--- src/rtl/bba_pkg.sv ---
package bba_pkg;

    // Map geometry
    localparam int MAX_BLOCKS  = 4096;
    localparam int MAX_REQUEST = 32;
    localparam int WORD_W      = 32;
    localparam int WORD_NUM    = MAX_BLOCKS / WORD_W;
    localparam int WORD_AW     = $clog2(WORD_NUM);
    localparam int BIT_W       = $clog2(WORD_W);

    // Field widths
    localparam int BLK_W  = 12;
    localparam int PTR_W  = 13;
    localparam int CNT_W  = 6;
    localparam int BYTE_W = 8;
    localparam int ACT_W  = 3;
    localparam int ST_W   = 2;

    // Stream data widths
    localparam int IN_DATA_W  = 32;
    localparam int OUT_DATA_W = 24;

    // Result field offsets in m_tdata
    localparam int OUT_USED_LSB = BLK_W;
    localparam int OUT_ST_LSB   = BLK_W + 1;
    localparam int OUT_REM_LSB  = BLK_W + 1 + ST_W;

    localparam logic [PTR_W-1:0] MAX_BLOCKS_P  = PTR_W'(MAX_BLOCKS);
    localparam logic [CNT_W-1:0] MAX_REQUEST_C = CNT_W'(MAX_REQUEST);

    typedef enum logic [ACT_W-1:0] {
        ACT_QUERY      = 3'd0,
        ACT_ALLOC_ONE  = 3'd1,
        ACT_ALLOC_MANY = 3'd2,
        ACT_OCCUPY     = 3'd3,
        ACT_LOAD_BYTE  = 3'd4,
        ACT_SET_PTR    = 3'd5
    } action_t;

    typedef enum logic [ST_W-1:0] {
        ST_OK       = 2'd0,
        ST_NO_SPACE = 2'd1,
        ST_RANGE    = 2'd2,
        ST_CONFLICT = 2'd3
    } status_t;

    typedef enum logic [3:0] {
        S_CLEAR,
        S_IDLE,
        S_ALLOC,
        S_SCAN,
        S_QUERY,
        S_LOAD,
        S_OCC_LO,
        S_OCC_HI,
        S_OCC_WR,
        S_DONE
    } state_t;

    // Find-first-free result for one map word
    typedef struct packed {
        logic             found;
        logic [BIT_W-1:0] idx;
    } scan_res_t;

endpackage

--- src/rtl/bba_map_ram.sv ---
module bba_map_ram
    import bba_pkg::*;
(
    input  logic               aclk,
    input  logic               we,
    input  logic [WORD_AW-1:0] waddr,
    input  logic [WORD_W-1:0]  wdata,
    input  logic               re,
    input  logic [WORD_AW-1:0] raddr,
    output logic [WORD_W-1:0]  q
);

    logic [WORD_W-1:0] mem [WORD_NUM];

    // Write port
    always_ff @(posedge aclk) begin
        if (we) begin
            mem[waddr] <= wdata;
        end
    end

    // Registered read port, holds when not enabled
    always_ff @(posedge aclk) begin
        if (re) begin
            q <= mem[raddr];
        end
    end

endmodule

--- config.mk ---
export PLATFORM = sky130hd
export DESIGN_NAME = bba_map_ram
export DESIGN_NICKNAME = d
export VERILOG_FILES = /design/src/rtl/bba_pkg.sv /design/src/rtl/bba_map_ram.sv
export SDC_FILE = /design/constraint.sdc
export NUM_CORES = 2
export LEC_CHECK = 0
export ABC_CLOCK_PERIOD_IN_PS = 8000
export BUFFER_PORTS_ARGS = -buffer_cell sky130_fd_sc_hd__buf_4
export CAP_MARGIN = 20
export CORE_MARGIN = 5
export CORE_UTILIZATION = 60
export CTS_BUF_LIST = sky130_fd_sc_hd__clkbuf_8
export DETAILED_ROUTE_END_ITERATION = 10
export HOLD_SLACK_MARGIN = 0.06
export PLACE_DENSITY = 0.76
export SKIP_CTS_REPAIR_TIMING = 1
export SYNTH_ARGS = -nofsm -noshare
export SYNTH_HDL_FRONTEND = slang
export SYNTH_SLANG_ARGS = --single-unit
--- constraint.sdc ---
create_clock -name aclk -period 8 [get_ports aclk]
set_clock_uncertainty 0.05 [all_clocks]
set_input_delay 1.6 -clock aclk [delete_from_list [all_inputs] [get_ports aclk]]
set_output_delay 1.6 -clock aclk [all_outputs]
set_load 0.02 [all_outputs]
* Yosys cells after proc, flatten, opt, wreduce, memory -nomap -nowiden *
Memory sizes are Yosys's and may differ from the RTL's. A register that Yosys moved wholly into a read port is not among the register bits.
Index checks and enable logic that the tools add are counted.

storage, ports and cells
  latch bits = 0
  RAM bits = 4096
  bits in read-only memories = 0
  memories = 1
  register bits = 0
  logic and storage cells = 3

cells by class
  reductions and logical operators = 0
  add/sub/neg operators = 0
  div/mod/pow operators = 0
  multiply operators = 0
  order comparisons = 0
  shift-type cells = 0
  bitwise logic cells = 0
  multiplexer cells = 2
  equality and inequality tests = 0

memories
  memory  depth  bits a word  rd ports  clocked after memory_dff  wr ports  RTL line           text
  mem     128    32           1         1                         1         bba_map_ram.sv:13  logic [WORD_W-1:0] mem [WORD_NUM];

operator list
  operator          count
  2-to-1 mux 1 bit  2

* Depth between registers and ports, before layout *
  depth after elaboration = 2
  mapped depth = 8
  mapped depth without buffers = 4

* Worst setup path before layout *
Ideal clock, no wire load.

  path type = in2reg
  from = in we
  to = mem mem[98][0], enable pin
  required time = 7.489 ns
  buffers on the path = 1
  data arrival time = 4.378 ns
  slack = 3.111 ns
  stages = 3
  cells stage by stage = clkbuf_1 nand4_1 nor3_1

between the ends
  longest elaborated chain between the ends = 2

ends and longest elaborated chain
  element                                 RTL line           text
  start: declaration                      bba_map_ram.sv:5   input logic we,
  2-to-1 mux 1 bit                        bba_map_ram.sv:17  if (we) begin
  2-to-1 mux 1 bit (implied by the code)  bba_map_ram.sv:18  mem[waddr] <= wdata;
  end: declaration                        bba_map_ram.sv:13

No other way between the ends.

==> metrics.txt <==
area delta synth->final 11.7%; CTS tree built; total negative slack 0 ns; clock slew at reported path FFs roughly 0.06 ns; CORE AREA 260000 sq um; share of the synthesized area in the top cell type 0.792; fmax between 200 and 250 MHz; CP arrival roughly 5.2 ns; RePlAce Congestion around 0.84; vias per cell 6.96; final setup vio count 0; initial antenna violation count between 50 and 60; drt wl/cell around 38 um; die area approximately 270000 sq um; CTS buffer count roughly 630; synth top area cells edfxtp_1, mux4_2, clkbuf_1, nor2_1, buf_2; Reg2Reg Setup Slack approximately 5.2 ns; met1 WL ~140 mm; Clock Tree Root clkbuf_8; first-pass GRT wire length 561 mm; Seq cells post-synth ~4100; routed length on met3 58.7 mm; Endpoint, Worst Hold mem[42][23]$_DFFE_PP_; Worst VDD drop between 0.00015 and 0.0002 V; status completed; register area between 100000 and 150000 sq um; largest net degree at the start of global routing approximately 130; Max Cap Viol 0; Mapped Area 157000 sq um; drt initial violations 13243; Hold Path Stages 1; CTS HTree Levels 6; DP Wirelength roughly 220 mm; hold crit path type in -> reg; RSZ-0062 raised after global routing false; DRT Pass-1 Iters 6; WHS ~0.8 ns; Tcrit/Tclk final 0.545; worst r2r src mem[94][4]$_DFFE_PP_; clock sink count just over 4000; final hold vios 0; Detail Route Antenna Nets 0; Die W roughly 520 um; Mapped Cells ~6000; Synth area leader edfxtp_1; row cnt 187; drt total wl between 300 and 400 mm; initial core utilization 0.603; port bufs 80; WS Path Type in -> reg; Reg2Reg Depth 4; fill cell count about 15000; total track usage 0.297; pwr dens 242 nW/um^2; FF-to-FF End q[4]$_DFFE_PP_; Lkg Pwr between 50 and 60 nW; final global-route overflow total 0; CP Capture Type flip-flop; nets approximately 6700; area of the multi-input gates 32300 sq um; WL met2 188 mm; vias in the first global route ~75000; top fanout value on the critical path between 70 and 80; CP Launch Type input pin; synth unique cells 16; DRC viols 0; post-synthesis sequential area ratio 0.792; Syn. warnings 0; Syn Nets just over 6000; share of layout cells above drive strength 1 0.364; Final min period around 4.4 ns; worst skew pair latency 1.22 ns; Crit path required time 8.86 ns; Min-Delay Startpoint wdata[23]; # IOs between 80 and 90; Top Metal Used met5; Die Y approximately 520 um; Slew headroom 0.187; syn_area_per_cell 26.1 sq um; Clock Path Buffers 4; total number of vias about 73000; max-slew violation count 0; worst slew pin tran around 1.2 ns
synthesized netlist by cell type:
| library cell | instances |
|---|---|
| edfxtp_1 | 4128 |
| mux4_2 | 1344 |
| clkbuf_1 | 182 |
| nor2_1 | 122 |
| buf_2 | 79 |
| buf_1 | 50 |
| mux2_2 | 32 |
| nand2_1 | 14 |
| nand3_1 | 12 |
| nor3_1 | 9 |
| nor2b_1 | 7 |
| buf_4 | 3 |
| nand4_1 | 3 |
| buf_6 | 2 |
| nand2b_1 | 2 |
| or3_1 | 1 |
metrics by stage:
stage               power [mW]   util  instances  area [sq um]  setup slack [ns]
CTS                       42.5  0.673      10500        175000              3.72
global placement          26.6  0.628       9385        163000              2.48
floorplan                 25.6      -       5990        157000              3.11
finish                    42.4  0.673      10529        175000              3.64
global route              43.7  0.673      10512        175000              3.56
detailed placement        26.7  0.628       9385        163000              2.48
how the worst max path moves through the flow:
stage          startpoint              endpoint  slack, ns  cells past startpoint
2_1_floorplan          we  mem[98][0]$_DFFE_PP_       3.11                      3
3_3_place_gp     raddr[0]       q[17]$_DFFE_PP_       2.48                      7
3_5_place_dp     raddr[0]       q[17]$_DFFE_PP_       2.48                      7
4_1_cts          raddr[0]       q[17]$_DFFE_PP_       3.72                      7
5_1_grt          raddr[0]       q[17]$_DFFE_PP_       3.56                      7
6_report         raddr[0]       q[17]$_DFFE_PP_       3.64                      7
registers in the layout (all words and copies together) (netlist names):
register	flops
q	32
mem	4096
logic make-up (layout without fill, tap and decap cells):
kind of cell	after synthesis	in the layout	synth area share
DFF	4128	4128	0.792
muxes	1376	1376	0.196
buffers and inverters	316	1425	0.00837
and+or+nand+nor	170	170	0.00445
other	0	28	0
critical path, stage by stage:
cell and delay (ns):
buf_16 0.42, buf_12 0.41, buf_4 0.51, mux4_2 0.58, mux4_2 0.57, mux4_2 0.57
mux2_2 0.31
routing by layer:
layer  vias up  track usage
li1      27792            -
met1     38691        0.420
met2      5988        0.452
met3       816       0.0846
met4        28        0.114
met5         -            0
where the power goes:
part | switching [mW] | internal, mW | leakage (nW) | total (mW)
registers | 0.0721 | 23.9 | 37.1 | 24.0
clock network | 8.30 | 7.83 | 6.53 | 16.1
logic | 1.40 | 0.869 | 10.6 | 2.27
placed cells by master (no fill, tap or decap), drive strengths merged:
cell / n
edfxtp: 4128
nor2b: 7
diode: 28
or3: 1
clkinvlp: 4
nand2b: 2
mux4: 1344
clkinv: 254
buf: 310
nor2: 122
clkbuf: 627
nand3: 12
bufinv: 10
nand4: 3
mux2: 32
nand2: 14
nor3: 9
inv: 220
area by class of cell:
type | count | area share
antenna | 28 | 0.000401
timing repair buffer | 310 | 0.0156
clock buffer | 627 | 0.0494
multi-input combinational | 1546 | 0.185
clock inverter | 488 | 0.0167
sequential | 4128 | 0.709
tap | 3402 | 0.0243
No activity file was read; power rests on OpenSTA's default activity.
