`src/rtl/bba_pkg.sv`:
```
package bba_pkg;

    // Map geometry
    localparam int MAX_BLOCKS  = 4096;
    localparam int MAX_REQUEST = 32;
    localparam int WORD_W      = 32;
    localparam int WORD_NUM    = MAX_BLOCKS / WORD_W;
    localparam int WORD_AW     = $clog2(WORD_NUM);
    localparam int BIT_W       = $clog2(WORD_W);

    // Field widths
    localparam int BLK_W  = 12;
    localparam int PTR_W  = 13;
    localparam int CNT_W  = 6;
    localparam int BYTE_W = 8;
    localparam int ACT_W  = 3;
    localparam int ST_W   = 2;

    // Stream data widths
    localparam int IN_DATA_W  = 32;
    localparam int OUT_DATA_W = 24;

    // Result field offsets in m_tdata
    localparam int OUT_USED_LSB = BLK_W;
    localparam int OUT_ST_LSB   = BLK_W + 1;
    localparam int OUT_REM_LSB  = BLK_W + 1 + ST_W;

    localparam logic [PTR_W-1:0] MAX_BLOCKS_P  = PTR_W'(MAX_BLOCKS);
    localparam logic [CNT_W-1:0] MAX_REQUEST_C = CNT_W'(MAX_REQUEST);

    typedef enum logic [ACT_W-1:0] {
        ACT_QUERY      = 3'd0,
        ACT_ALLOC_ONE  = 3'd1,
        ACT_ALLOC_MANY = 3'd2,
        ACT_OCCUPY     = 3'd3,
        ACT_LOAD_BYTE  = 3'd4,
        ACT_SET_PTR    = 3'd5
    } action_t;

    typedef enum logic [ST_W-1:0] {
        ST_OK       = 2'd0,
        ST_NO_SPACE = 2'd1,
        ST_RANGE    = 2'd2,
        ST_CONFLICT = 2'd3
    } status_t;

    typedef enum logic [3:0] {
        S_CLEAR,
        S_IDLE,
        S_ALLOC,
        S_SCAN,
        S_QUERY,
        S_LOAD,
        S_OCC_LO,
        S_OCC_HI,
        S_OCC_WR,
        S_DONE
    } state_t;

    // Find-first-free result for one map word
    typedef struct packed {
        logic             found;
        logic [BIT_W-1:0] idx;
    } scan_res_t;

endpackage

```
`src/rtl/bba_word_scan.sv`:
```
module bba_word_scan
    import bba_pkg::*;
(
    input  logic [WORD_W-1:0]  word,
    input  logic [WORD_AW-1:0] word_idx,
    input  logic [BIT_W-1:0]   off,
    input  logic [PTR_W-1:0]   total,
    output scan_res_t          res
);

    logic [PTR_W-1:0]  lim;
    logic [WORD_W-1:0] free;

    // Blocks left below the total, counted from this word's base
    assign lim = total - {1'b0, word_idx, {BIT_W{1'b0}}};

    // Mark free bits at or above the offset and below the total
    always_comb begin
        for (int j = 0; j < WORD_W; j++) begin
            free[j] = !word[j] && (BIT_W'(j) >= off) && (lim > PTR_W'(j));
        end
    end

    // Pick the lowest free bit
    always_comb begin
        res.found = |free;
        res.idx   = '0;
        for (int j = WORD_W - 1; j >= 0; j--) begin
            if (free[j]) begin
                res.idx = BIT_W'(j);
            end
        end
    end

endmodule

```
`config.mk`:
```
export PLATFORM = sky130hd
export DESIGN_NAME = bba_word_scan
export DESIGN_NICKNAME = d
export VERILOG_FILES = /design/src/rtl/bba_pkg.sv /design/src/rtl/bba_word_scan.sv
export SDC_FILE = /design/constraint.sdc
export NUM_CORES = 1
export LEC_CHECK = 0
export ABC_CLOCK_PERIOD_IN_PS = 3000
export BUFFER_PORTS_ARGS = -buffer_cell sky130_fd_sc_hd__buf_2
export CORE_AREA = 2 2 79 58
export DETAILED_ROUTE_END_ITERATION = 12
export DIE_AREA = 0 0 81 60
export GPL_TIMING_DRIVEN = 0
export PLACE_DENSITY = 0.85
export SYNTH_ARGS = -nofsm -noshare
export SYNTH_HDL_FRONTEND = slang
export SYNTH_SLANG_ARGS = --single-unit
```
`constraint.sdc`:
```
create_clock -name vclk -period 3
set_clock_uncertainty 0.05 [all_clocks]
set_input_delay 0.3 -clock vclk [all_inputs]
set_output_delay 0.3 -clock vclk [all_outputs]
set_load 0.02 [all_outputs]
```
# --- Yosys cells after proc, flatten, opt, wreduce, memory -nomap -nowiden ---
# Index checks and enable logic that the tools add are counted.
op_classes:
  n_addsub: 1
  n_lt_le_gt_ge: 64
  n_mux: 32
  reduce_logical: 97
op_table:
  columns: ["operator", "n"]
  rows:
  - ["$gt A13 B5 Y1 const B", 16]
  - ["$mux W5", 32]
  - ["$gt A13 B4 Y1 const B", 8]
  - ["$ge A5 B5 Y1 const A", 16]
  - ["$logic_and A1 B1 Y1", 64]
  - ["$gt A13 B3 Y1 const B", 4]
  - ["$ge A4 B5 Y1 const A", 8]
  - ["$logic_not A1 Y1", 32]
  - ["$reduce_or A32 Y1", 1]
  - ["$gt A13 B1 Y1 const B", 2]
  - ["$gt A13 B2 Y1 const B", 2]
  - ["$ge A3 B5 Y1 const A", 4]
  - ["$sub A13 B12 Y13", 1]
  - ["$ge A1 B5 Y1 const A", 2]
  - ["$ge A2 B5 Y1 const A", 2]
totals:
  ff_bits: 0
  inputBits: 57
  output_inout_bits: 6
  word_cells: 194

# --- Longest topological paths before layout ---
depth:
  depth_word: 35
  mapped_depth: 14
  ltp_nobuf: 13

# --- Worst setup path after synthesis ---
# Ideal clock, no wire load.
synth_timing:
  kind: "input to output"
  startpoint: "in total[5]"
  endpoint: "out res[4] (netlist name)"
  arrival_time_ns: 3.025
  required_ns: 2.650
  setup_slack_ns: -0.375
  path_stages: 13
  path_buffers: 0
  path_cell_list: "inv_1 -> ha_1 -> inv_1 -> fa_1 -> xor2_1 -> nor4_1 -> o221a_2 -> o2111ai_2 -> or3_1 -> a22o_1 -> nand2b_1 -> nand2b_4 -> nor3b_2"
synth_lines:
  columns: ["element", "line", "text"]
  rows:
  - ["start: declaration", "bba_word_scan.sv:7", "input logic [PTR_W-1:0] total,"]
  - ["end: declaration", "bba_word_scan.sv:8", "output scan_res_t res"]

==> reports/metrics.csv <==
metric;value;unit
detail_route.iter0.violations;574;
fin_total_pwr;545.9;µW
worst_pin_slew;0.6698;ns
startpoint_of_the_tightest_hold_check_path;word[15];
die_area;4860;µm²
grt_antenna_before_repair;0;
crit_type;input port to output pin;
rsz0062_at_grt;yes;
grt_pass1_vias;2694;
gp_routability_congestion;1.018;
startpoint_type;input port;
antenna_left;0;
timing.hold.worst.class;input port to output pin;
final_critical_path_setup_slack;-0.6304;ns
yosys_warnings;0;
drtPass1Iterations;5;
final.clkbuf_count;0;
arrival_time_reported_for_the_critical_path_endpoint;3.28;ns
total_routing_usage_reported_by_global_routing;34.66;%
critPathTopFamily;compound AO/OA/AOI/OAI gates;
area.sequential;0;µm²
postRouteWirelength;8.675;mm
fmax;0.2755;GHz
cellPowerDensity;196.6;nW/µm²
pin_count_of_the_biggest_net_entering_global_routing;11;
sequential_cell_total;0;
final_net_count;438;
grt_first_pass_wirelength;12.99;mm
fp.dieW;81;µm
post_route_cells_drive_above_1_share;38.01;%
timing_max_transition_violations_final;0;
areaGrowthSynthToFinish;42.79;%
layout_worst_path_cycle_share;121.0;%
critical_path.endpoint_type;output pin;
globalRouteOverflowTotal;0;
static-leakage-power;0.001105;µW
critical_path.max_stage_delay;0.37;ns
outcome;finished, violations left;
vdd.ir_drop.worst;104.1;µV
antenna_cells_inserted;0;
syn_area_per_cell;6.613;µm²
cp.buffers_inverters;5;
period_needed;3.630;ns
critPathMaxFanout;8;
routed-via-count;2934;
design.core.area;4154;µm²
cap_viol_max_count;0;
timing.critical_path.cells;buf_8, inv_12, ha_4, inv_2, fa_2, xor2_2, nor4_4, o221a_4, buf_4, nand2_8, o31a_1, a2111oi_2, o211a_1, o21ai_2, a211oi_4, buf_6;
die_h;60;µm
violated_checks;setup timing;
hold-worst-slack;1.224;ns
min_delay_worst_endpoint;res[2];
min_delay_path_depth;7;
n_fill_cell;339;
start_util;46.81;%
hold_viol_final;0;
worst_slew_margin_rel;54.93;%
syn_area;1944;µm²
synth.distinct_cells;74;
ioPinCount;63;
finalSetupViolCount;6;
portBuffers;59;
multi_input_logic_area;2082;µm²
synth.net_count;359;
critical-path-slowest-cell;sky130_fd_sc_hd__fa_2;
ys_seq_area_share;0;%
worst_ep_required_time;2.65;ns
hpwl;5.916;mm
synth_cells;294;
viasPerCell;6.887;
wl_per_cell;20.36;µm
placement_rows;20;
drc_errors;0;
==> worst max-delay path by stage <==
stage / startpoint / cells after the start / end
after floorplan: total[5] / 12 / res[4]
after global placement: total[5] / 14 / res[4]
after detailed placement: total[5] / 14 / res[4]
after CTS: total[5] / 16 / res[5]
after global routing: word_idx[2] / 14 / res[4]
final: total[5] / 16 / res[0]
==> through the flow <==
step	area [µm²]	std cells	setup slack [ns]	TNS (ns)	util, %
finish	2776	426	-0.6304	-3.554	66.84
global route	2776	426	-0.7127	-4.098	66.84
CTS	2729	424	-0.5772	-2.957	65.69
detailed placement	2402	408	-0.8967	-4.397	57.83
global placement	2402	408	-0.9017	-4.470	57.83
floorplan	2038	294	-0.1785	-0.9012	-
==> where the power goes <==
group	switching [µW]	total (µW)	internal, µW
Clock	0	0	0
Combinational	313	546	233
Sequential	0	0	0
Total	313	546	233
==> layout by cell type (no fill, tap or decap), types with 9 or more instances in the layout <==
cell type / netlist / final
sky130_fd_sc_hd__nand2_1: 21 / 19
sky130_fd_sc_hd__o21ai_0: 15 / 11
sky130_fd_sc_hd__clkbuf_1: 16 / 16
sky130_fd_sc_hd__buf_6: 1 / 9
sky130_fd_sc_hd__a21o_1: 13 / 13
sky130_fd_sc_hd__buf_2: 0 / 52
sky130_fd_sc_hd__a31oi_1: 10 / 10
sky130_fd_sc_hd__nor2_1: 25 / 24
sky130_fd_sc_hd__inv_1: 14 / 12
sky130_fd_sc_hd__a21oi_1: 24 / 20
sky130_fd_sc_hd__buf_4: 0 / 16
==> synthesized netlist by cell type (2+ instances only) <==
library cell                 n  share of area [%]
sky130_fd_sc_hd__a211o_1     2               0.90
sky130_fd_sc_hd__a211oi_1    6                2.3
sky130_fd_sc_hd__a211oi_2    3                1.9
sky130_fd_sc_hd__a21o_1     13                5.0
sky130_fd_sc_hd__a21oi_1    24                6.2
sky130_fd_sc_hd__a221oi_1    3                1.4
sky130_fd_sc_hd__a22oi_1     4                1.5
sky130_fd_sc_hd__a2bb2oi_1   2               0.90
sky130_fd_sc_hd__a311oi_1    3                1.4
sky130_fd_sc_hd__a31oi_1    10                3.2
sky130_fd_sc_hd__a32oi_1     2               0.90
sky130_fd_sc_hd__and2_1      4                1.3
sky130_fd_sc_hd__and3_1      4                1.3
sky130_fd_sc_hd__clkbuf_1   16                3.1
sky130_fd_sc_hd__ha_1        7                4.5
sky130_fd_sc_hd__inv_1      14                2.7
sky130_fd_sc_hd__nand2_1    21                4.1
sky130_fd_sc_hd__nand2b_1    9                2.9
sky130_fd_sc_hd__nand3_1     9                2.3
sky130_fd_sc_hd__nand3b_1    2               0.77
sky130_fd_sc_hd__nand4_1     2               0.64
sky130_fd_sc_hd__nor2_1     25                4.8
sky130_fd_sc_hd__nor2b_1     8                2.6
sky130_fd_sc_hd__nor3_1      8                2.1
sky130_fd_sc_hd__nor3b_1     3                1.2
sky130_fd_sc_hd__nor4_1      4                1.3
sky130_fd_sc_hd__o2111a_1    2                1.2
sky130_fd_sc_hd__o211a_1     2                1.0
sky130_fd_sc_hd__o21a_1      5                1.9
sky130_fd_sc_hd__o21ai_0    15                3.9
sky130_fd_sc_hd__o21ai_1     2               0.51
sky130_fd_sc_hd__o21ba_2     2                1.0
sky130_fd_sc_hd__o31ai_1     2               0.77
sky130_fd_sc_hd__o32ai_1     3                1.4
sky130_fd_sc_hd__or2_2       7                2.3
sky130_fd_sc_hd__or3_1       8                2.6
==> routing by layer <==
| metal | global-route usage (%) | vias to the layer above | wire length, µm |
|---|---|---|---|
| met3 | 10.57 | 48 | 1341 |
| met4 | 10.65 | 0 | 380 |
| met2 | 52.54 | 284 | 3548 |
| li1 | - | 1296 | - |
| met5 | 0 | - | 0 |
| met1 | 47.15 | 1306 | 3405 |
==> kinds of logic (layout without fill, tap and decap cells) <==
logic type,count (synthesis),count (layout),share of synthesized area [%]
XOR/XNOR,1,1,0.4505
AO/OA/AOI/OAI,127,127,50.65
multiplexers,1,1,0.5148
adder cells (fa/ha/maj),9,9,6.049
AND/OR/NAND/NOR,124,124,35.78
buffers and inverters,32,109,6.564
==> what timing repair did <==
action,CTS,global route
hold buffers,0,0
setup buffers,16,2
pin swaps,16,5
endpoints found under the setup margin,6,6
cloned,0,0
hold endpoints to repair,0,0
gates resized for setup,44,8
==> area by class of cell <==
class	instances	share of cell area, %
timing repair buffer	77	17.49
tap	55	2.479
multi-input combinational	262	74.99
inverter	14	2.343
buffer	18	2.704
No activity file was read; power rests on OpenSTA's default activity.
